## src/rtl/core/plevl_pkg.sv

```systemverilog
package plevl_pkg;

    // Sample format: two's complement Q3.20
    localparam int SAMPLE_W  = 24;
    localparam int THRESH_W  = 21;
    localparam int PASS_W    = 3;
    localparam int CFG_IDX_W = 2;
    localparam int SEG_COUNT = 6;
    localparam int SEG_W     = 3;
    localparam int QUOT_W    = 18;

    // Configuration register indexes
    localparam logic [CFG_IDX_W-1:0] REG_THRESHOLD  = 2'd0;
    localparam logic [CFG_IDX_W-1:0] REG_PASS_COUNT = 2'd1;
    localparam logic [CFG_IDX_W-1:0] REG_BYPASS     = 2'd2;

    // Register reset values
    localparam logic [THRESH_W-1:0] THRESH_RESET     = 21'd1048;
    localparam logic [PASS_W-1:0]   PASS_COUNT_RESET = 3'd2;

    // Saturation limits and the above-full-scale answer (+0.99)
    localparam logic signed [SAMPLE_W-1:0] SMP_MAX     = 24'sh7FFFFF;
    localparam logic signed [SAMPLE_W-1:0] SMP_MIN     = -24'sh800000;
    localparam logic signed [SAMPLE_W-1:0] NEARLY_ONE  = 24'sd1038090;

    // Segment upper limits; entry one is replaced by the noise threshold
    localparam logic [THRESH_W-1:0] SEG_LIMIT [SEG_COUNT] = '{
        21'd105, 21'd0, 21'd104858, 21'd314573, 21'd524288, 21'd1048576
    };

    // Offset chain constants in fifths of an LSB, before the threshold is taken off
    localparam logic signed [22:0] OFF5_LOW  = -23'sd105;
    localparam logic signed [22:0] OFF5_MID  = 23'sd314468;
    localparam logic signed [22:0] OFF5_HIGH = 23'sd838756;

    // Reciprocal of five, scaled by 2^25
    localparam logic [22:0] RECIP5 = 23'd6710887;

    typedef enum logic [1:0] {
        GAIN_FOUR_FIFTHS,
        GAIN_UNITY,
        GAIN_SIX_FIFTHS
    } t_gain;

    localparam t_gain SEG_GAIN [SEG_COUNT] = '{
        GAIN_FOUR_FIFTHS, GAIN_UNITY, GAIN_SIX_FIFTHS,
        GAIN_SIX_FIFTHS, GAIN_UNITY, GAIN_FOUR_FIFTHS
    };

    typedef logic [SEG_COUNT-1:0][SAMPLE_W-1:0] t_off_arr;

    typedef struct packed {
        logic signed [SAMPLE_W-1:0] sample_in;
        logic                       last_in;
    } t_in;

    typedef struct packed {
        logic signed [SAMPLE_W-1:0] sample_out;
        logic                       last_out;
    } t_out;

    // Sample as it moves between passes
    typedef struct packed {
        logic signed [SAMPLE_W-1:0] x;
        logic                       last;
    } t_smp;

    typedef struct packed {
        logic [THRESH_W-1:0] threshold;
        logic [PASS_W-1:0]   pass_count;
        logic                bypass;
        t_off_arr            offsets;
    } t_cfg;

    // Floor of u/5, exact for u below 2^23
    function automatic logic [20:0] div5_floor(input logic [22:0] u);
        logic [45:0] prod;
        prod = 46'(u) * 46'(RECIP5);
        return prod[45:25];
    endfunction

    // Signed value divided by five, rounded to nearest
    function automatic logic signed [SAMPLE_W-1:0] round5_signed(input logic signed [22:0] v);
        logic [21:0] a;
        logic [20:0] r;
        a = v[22] ? 22'($unsigned(-v)) : 22'($unsigned(v));
        r = div5_floor(23'(a) + 23'd2);
        return v[22] ? -$signed({3'b000, r}) : $signed({3'b000, r});
    endfunction

    // Chain the segment offsets so that the curve stays continuous
    function automatic t_off_arr offsets_for(input logic [THRESH_W-1:0] t);
        logic signed [22:0] tt;
        t_off_arr           o;
        tt   = $signed({2'b00, t});
        o[0] = '0;
        o[1] = round5_signed(OFF5_LOW);
        o[2] = round5_signed(OFF5_LOW - tt);
        o[3] = o[2];
        o[4] = round5_signed(OFF5_MID - tt);
        o[5] = round5_signed(OFF5_HIGH - tt);
        return o;
    endfunction

endpackage

```

## src/rtl/core/plevl_pass.sv

```systemverilog
module plevl_pass (
    input  logic            i_clk,
    input  logic            i_rst_n,
    input  logic            i_en,
    input  plevl_pkg::t_cfg i_cfg,
    input  logic            i_valid,
    output logic            o_ready,
    input  plevl_pkg::t_smp i_smp,
    output logic            o_valid,
    input  logic            i_ready,
    output plevl_pkg::t_smp o_smp
);
    import plevl_pkg::*;

    // Stage one: magnitude and segment choice
    logic                r1_v;
    logic                r1_en;
    t_smp                r1_smp;
    logic                r1_neg;
    logic                r1_over;
    logic [SEG_W-1:0]    r1_seg;
    logic [SAMPLE_W-1:0] r1_mag;

    // Stage two: rounded fifth of the magnitude
    logic                r2_v;
    logic                r2_en;
    t_smp                r2_smp;
    logic                r2_neg;
    logic                r2_over;
    logic [SEG_W-1:0]    r2_seg;
    logic [SAMPLE_W-1:0] r2_mag;
    logic [QUOT_W-1:0]   r2_q;

    // Stage three: curve result
    logic r3_v;
    t_smp r3_smp;

    logic rdy1, rdy2, rdy3;
    assign rdy3    = !r3_v || i_ready;
    assign rdy2    = !r2_v || rdy3;
    assign rdy1    = !r1_v || rdy2;
    assign o_ready = rdy1;

    logic                n_neg;
    logic [SAMPLE_W-1:0] n_mag;
    logic [SEG_W-1:0]    n_seg;
    logic                n_hit;
    logic [THRESH_W-1:0] lim;

    // Pick the first segment whose limit covers the magnitude
    always_comb begin
        n_neg = i_smp.x[SAMPLE_W-1];
        n_mag = n_neg ? $unsigned(-i_smp.x) : $unsigned(i_smp.x);
        n_seg = '0;
        n_hit = 1'b0;
        lim   = '0;
        for (int f = SEG_COUNT - 1; f >= 0; f--) begin
            lim = (f == 1) ? i_cfg.threshold : SEG_LIMIT[f];
            if (n_mag <= SAMPLE_W'(lim)) begin
                n_seg = SEG_W'(f);
                n_hit = 1'b1;
            end
        end
    end

    logic [20:0]       quot;
    logic [QUOT_W-1:0] n_q;

    // Segments with a fractional gain stay at or below 1.0, so 21 bits suffice
    always_comb begin
        quot = div5_floor(23'(r1_mag[20:0]) + 23'd2);
        n_q  = quot[QUOT_W-1:0];
    end

    logic signed [SAMPLE_W+1:0] mag_s, q_s, off_s, base, m, y;
    logic signed [SAMPLE_W-1:0] sat;
    t_smp                       n_smp;

    // Apply gain and offset, restore sign, saturate; a disabled pass forwards the sample and an overload gives +0.99
    always_comb begin
        mag_s = $signed({2'b00, r2_mag});
        q_s   = $signed({{(SAMPLE_W + 2 - QUOT_W){1'b0}}, r2_q});
        off_s = (SAMPLE_W + 2)'($signed(i_cfg.offsets[r2_seg]));
        case (SEG_GAIN[r2_seg])
            GAIN_FOUR_FIFTHS: base = mag_s - q_s;
            GAIN_SIX_FIFTHS:  base = mag_s + q_s;
            default:          base = mag_s;
        endcase
        m = base + off_s;
        y = r2_neg ? -m : m;
        if (y > (SAMPLE_W + 2)'(SMP_MAX)) begin
            sat = SMP_MAX;
        end else if (y < (SAMPLE_W + 2)'(SMP_MIN)) begin
            sat = SMP_MIN;
        end else begin
            sat = y[SAMPLE_W-1:0];
        end
        n_smp.last = r2_smp.last;
        if (!r2_en) begin
            n_smp.x = r2_smp.x;
        end else if (r2_over) begin
            n_smp.x = NEARLY_ONE;
        end else begin
            n_smp.x = sat;
        end
    end

    // Advance valid bits where the next stage has room
    always_ff @(posedge i_clk) begin
        if (!i_rst_n) begin
            r1_v <= 1'b0;
            r2_v <= 1'b0;
            r3_v <= 1'b0;
        end else begin
            if (rdy1) r1_v <= i_valid;
            if (rdy2) r2_v <= r1_v;
            if (rdy3) r3_v <= r2_v;
        end
    end

    // Move payload with the valid bits
    always_ff @(posedge i_clk) begin
        if (rdy1 && i_valid) begin
            r1_en   <= i_en;
            r1_smp  <= i_smp;
            r1_neg  <= n_neg;
            r1_over <= !n_hit;
            r1_seg  <= n_seg;
            r1_mag  <= n_mag;
        end
        if (rdy2 && r1_v) begin
            r2_en   <= r1_en;
            r2_smp  <= r1_smp;
            r2_neg  <= r1_neg;
            r2_over <= r1_over;
            r2_seg  <= r1_seg;
            r2_mag  <= r1_mag;
            r2_q    <= n_q;
        end
        if (rdy3 && r2_v) begin
            r3_smp <= n_smp;
        end
    end

    assign o_valid = r3_v;
    assign o_smp   = r3_smp;

endmodule

```

## config.mk

```make
export PLATFORM = sky130hd
export DESIGN_NAME = plevl_pass
export DESIGN_NICKNAME = d
export VERILOG_FILES = /design/src/rtl/core/plevl_pkg.sv /design/src/rtl/core/plevl_pass.sv
export SDC_FILE = /design/constraint.sdc
export NUM_CORES = 1
export LEC_CHECK = 0
export ABC_CLOCK_PERIOD_IN_PS = 9700
export BUFFER_PORTS_ARGS = -buffer_cell sky130_fd_sc_hd__buf_4
export CAP_MARGIN = 30
export CORE_MARGIN = 2
export CORE_UTILIZATION = 40
export CTS_BUF_LIST = sky130_fd_sc_hd__clkbuf_8
export CTS_CLUSTER_DIAMETER = 150
export DETAILED_ROUTE_END_ITERATION = 10
export PLACE_DENSITY = 0.66
export SETUP_SLACK_MARGIN = 0.05
export SYNTH_ARGS = -nofsm -noshare
export SYNTH_HDL_FRONTEND = slang
export SYNTH_SLANG_ARGS = --single-unit
```

## constraint.sdc

```tcl
create_clock -name i_clk -period 9.7 [get_ports i_clk]
set_input_delay 1.455 -clock i_clk [delete_from_list [all_inputs] [get_ports i_clk]]
set_output_delay 1.455 -clock i_clk [all_outputs]
set_load 0.05 [all_outputs]
```

==> impl_metrics.py <==
metrics = {
    "status": {
        "run_status": "finished, final reports clean",
    },
    "placed_design": {
        "hpwl_um": 44100,
        "port_buffers": 221,
        "gp_congestion": 0.914,
        "place_inst": 2807,
    },
    "floorplan": {
        "die_w_um": 223,
        "rows": 80,
        "core_um2": 47500,
        "initial_utilization": 0.404,
        "io_pins": 226,
        "die_area_um2": 49700,
        "die_y_um": 223,
    },
    "timing": {
        "drv_slew": 0,
        "max_slew.worst_pin.slew_ns": 0.981,
        "rsz0062_at_grt": "no",
        "relSlewSlack": 0.339,
        "fin_crit_sh": 0.899,
        "hold_viol_final": 0,
        "fmax_mhz": 115,
        "finalSetupTns_ns": 0,
        "min_period_ns": 8.72,
        "fin_skew_ns": 0.0181,
        "setup_viol": 0,
    },
    "finish": {
        "multi_input_area_um2": 13200,
        "n_antenna_cell": 0,
        "area_growth_pct": 14.0,
        "regArea_um2": 4530,
        "final.fill_count": 4528,
        "stdcell_count": 2839,
        "fin_nets": 2809,
        "drive_gt1_frac": 0.140,
    },
    "synth": {
        "ys_ff_latch": 152,
        "yosys.cell_types.count": 79,
        "ys_warn_count": 0,
        "syn-num-nets": 2627,
        "synth_top_area_frac": 0.233,
        "synth_area_leaders": "edfxtp_1 (23%), ha_1 (17%), fa_1 (15%)",
        "synth_top_cell_by_area": "edfxtp_1",
        "synth_ff_type": "edfxtp_1",
        "synth_area_per_cell_um2": 9.46,
        "ys_seq_area_frac": 0.236,
        "ys_async_sr_fraction": 0,
        "synth_common_cells": "inv_1 (302), ha_1 (254), edfxtp_1 (149), fa_1 (145), nor2_1 (130)",
        "syn_area_um2": 19200,
        "synth_edf_count": 149,
        "syn_inst": 2029,
        "synth.most_common_cell": "inv_1",
    },
    "min_path": {
        "hold_start": "r1_smp[12]$_DFFE_PP_",
        "min_path_type": "reg -> reg",
        "whs_path_depth": 0,
        "min_to": "r2_smp[12]$_DFFE_PP_",
    },
    "clock_tree": {
        "cts.htree.levels": 4,
        "cts.clk_slew.worst_paths_ns": 0.09,
        "clockRootBuffer": "clkbuf_8",
        "cts_setup_buffers": 0,
        "cts_tree": "done",
        "numCtsBuffers": 17,
        "ctsHoldBuffers": 0,
        "clk_path_buf_depth": 2,
        "clock_latency_ns": 0.46,
        "cts_num_sinks": 152,
        "cts_resized": 0,
    },
    "critical_path": {
        "reg2reg_to": "r2_q[17]$_DFFE_PP_",
        "ff2ff_path_depth": 29,
        "startpoint_type": "flop",
        "crit_fanout": 11,
        "rr_startpoint": "r1_mag[1]$_DFFE_PP_",
        "critPathArrivalTime_ns": 8.93,
        "cp_slowest_stage_delay_ns": 0.62,
        "worst-r2r-setup-slack_ns": 0.98,
        "cp.required_ns": 9.91,
        "slowest_stage": "edfxtp_1",
        "endpoint_kind": "flop",
        "crit_top_cell": "fa_1",
        "path_class": "reg -> reg",
    },
    "route": {
        "dr_total_vias": 15566,
        "wl_um": 52300,
        "avgRoutedWirePerCell_um": 18.4,
        "drc_errors": 0,
        "dr.pass1.iters": 7,
        "routed_via_density": 5.48,
        "antenna_left": 0,
        "drtIter0Drc": 992,
    },
    "grt": {
        "grt-ovfl-total": 0,
        "first_global_vias": 15429,
        "antenna_found_initial": 1,
        "grt_pass1_wl_um": 82300,
        "grt_usage": 0.209,
        "grt_max_degree": 67,
    },
    "flow_run": {
        "cap_violations": 0,
    },
}
## worst max-delay path by stage
stage | cells past startpoint | from | end | slack [ns]
4_1_cts | 29 | r1_mag[1]$_DFFE_PP_ | r2_q[17]$_DFFE_PP_ | 0.93
3_3_place_gp | 29 | r1_mag[1]$_DFFE_PP_ | r2_q[17]$_DFFE_PP_ | 1.06
6_report | 29 | r1_mag[1]$_DFFE_PP_ | r2_q[17]$_DFFE_PP_ | 0.98
3_5_place_dp | 29 | r1_mag[1]$_DFFE_PP_ | r2_q[17]$_DFFE_PP_ | 0.99
5_1_grt | 29 | r1_mag[1]$_DFFE_PP_ | r2_q[17]$_DFFE_PP_ | 0.48
2_1_floorplan | 27 | r1_mag[3]$_DFFE_PP_ | r2_q[6]$_DFFE_PP_ | 1.93
## cells by family (layout without fill, tap and decap cells)
kind of cell	Yosys count	count (layout)	synth area share
fa+ha+maj	399	399	0.317
flops	152	152	0.236
simple gates	458	458	0.120
compound gates	488	488	0.175
mux	53	53	0.0277
xor+xnor	105	105	0.0479
buf+inv	374	569	0.0756
## sequential cells by signal, summed over array words and instances, names as in the netlist, 3 cells and up
register  cells
o_smp        25
r2_seg        3
r1_mag       23
r2_smp       24
r1_seg        3
r2_q         18
r2_mag       23
r1_smp       25
## worst max-delay path, delay by kind of cell, from the launching register on
kind,cells,cell delay (ns)
buffers and inverters,5,0.36
adders and majority gates,9,4.19
DFF,1,0.62
and+or+nand+nor,4,0.72
xor gates and xnor gates,2,0.46
AOI/OAI and AO/OA,9,2.10
## cell type report
class	count	share of cell area
Clock buffer	17	0.0107
Clock inverter	15	0.00858
Inverter	302	0.0518
Multi-Input combinational cell	1503	0.605
Sequential cell	152	0.207
Tap cell	615	0.0352
Timing Repair Buffer	235	0.0812
## layout by cell type (no fill, tap or decap), drive strengths merged, types with 11 or more instances in the layout
master / n
a221o: 12
o21ai: 87
o221ai: 11
o31ai: 20
nand4: 18
clkbuf: 17
o211ai: 14
a21o: 36
a21oi: 129
nor2b: 21
nor3: 31
xnor2: 66
nand2b: 26
nor4: 14
nand3: 31
buf: 235
o22ai: 23
inv: 310
edfxtp: 149
or3: 23
a31oi: 12
o21a: 17
fa: 145
mux2i: 52
nand2: 95
nor2: 130
or2: 14
a22o: 11
ha: 254
xor2: 39
and2: 11
and3: 18
a211oi: 31
## metrics by stage
stage / setup WS (ns) / hold slack, ns / util / area (um2)
CTS: 0.926 / 0.416 / 0.460 / 21900
finish: 0.982 / 0.413 / 0.460 / 21900
global route: 0.480 / 0.431 / 0.460 / 21900
floorplan: 1.93 / 0.400 / - / 19200
global placement: 1.06 / 0.403 / 0.451 / 21400
detailed placement: 0.985 / 0.405 / 0.451 / 21400
## metal layers
metal | part of all wire | routed length (um) | global-route usage | up-vias
li1 | - | - | - | 7542
met1 | 0.45 | 23600 | 0.277 | 7521
met2 | 0.48 | 25000 | 0.362 | 436
met3 | 0.051 | 2680 | 0.0254 | 65
met4 | 0.021 | 1080 | 0.0537 | 2
met5 | 0.00015 | 8 | 0 | -
Power is not shown: default switching activity piles up to over one toggle a cycle in this logic, so the estimate is an artifact.
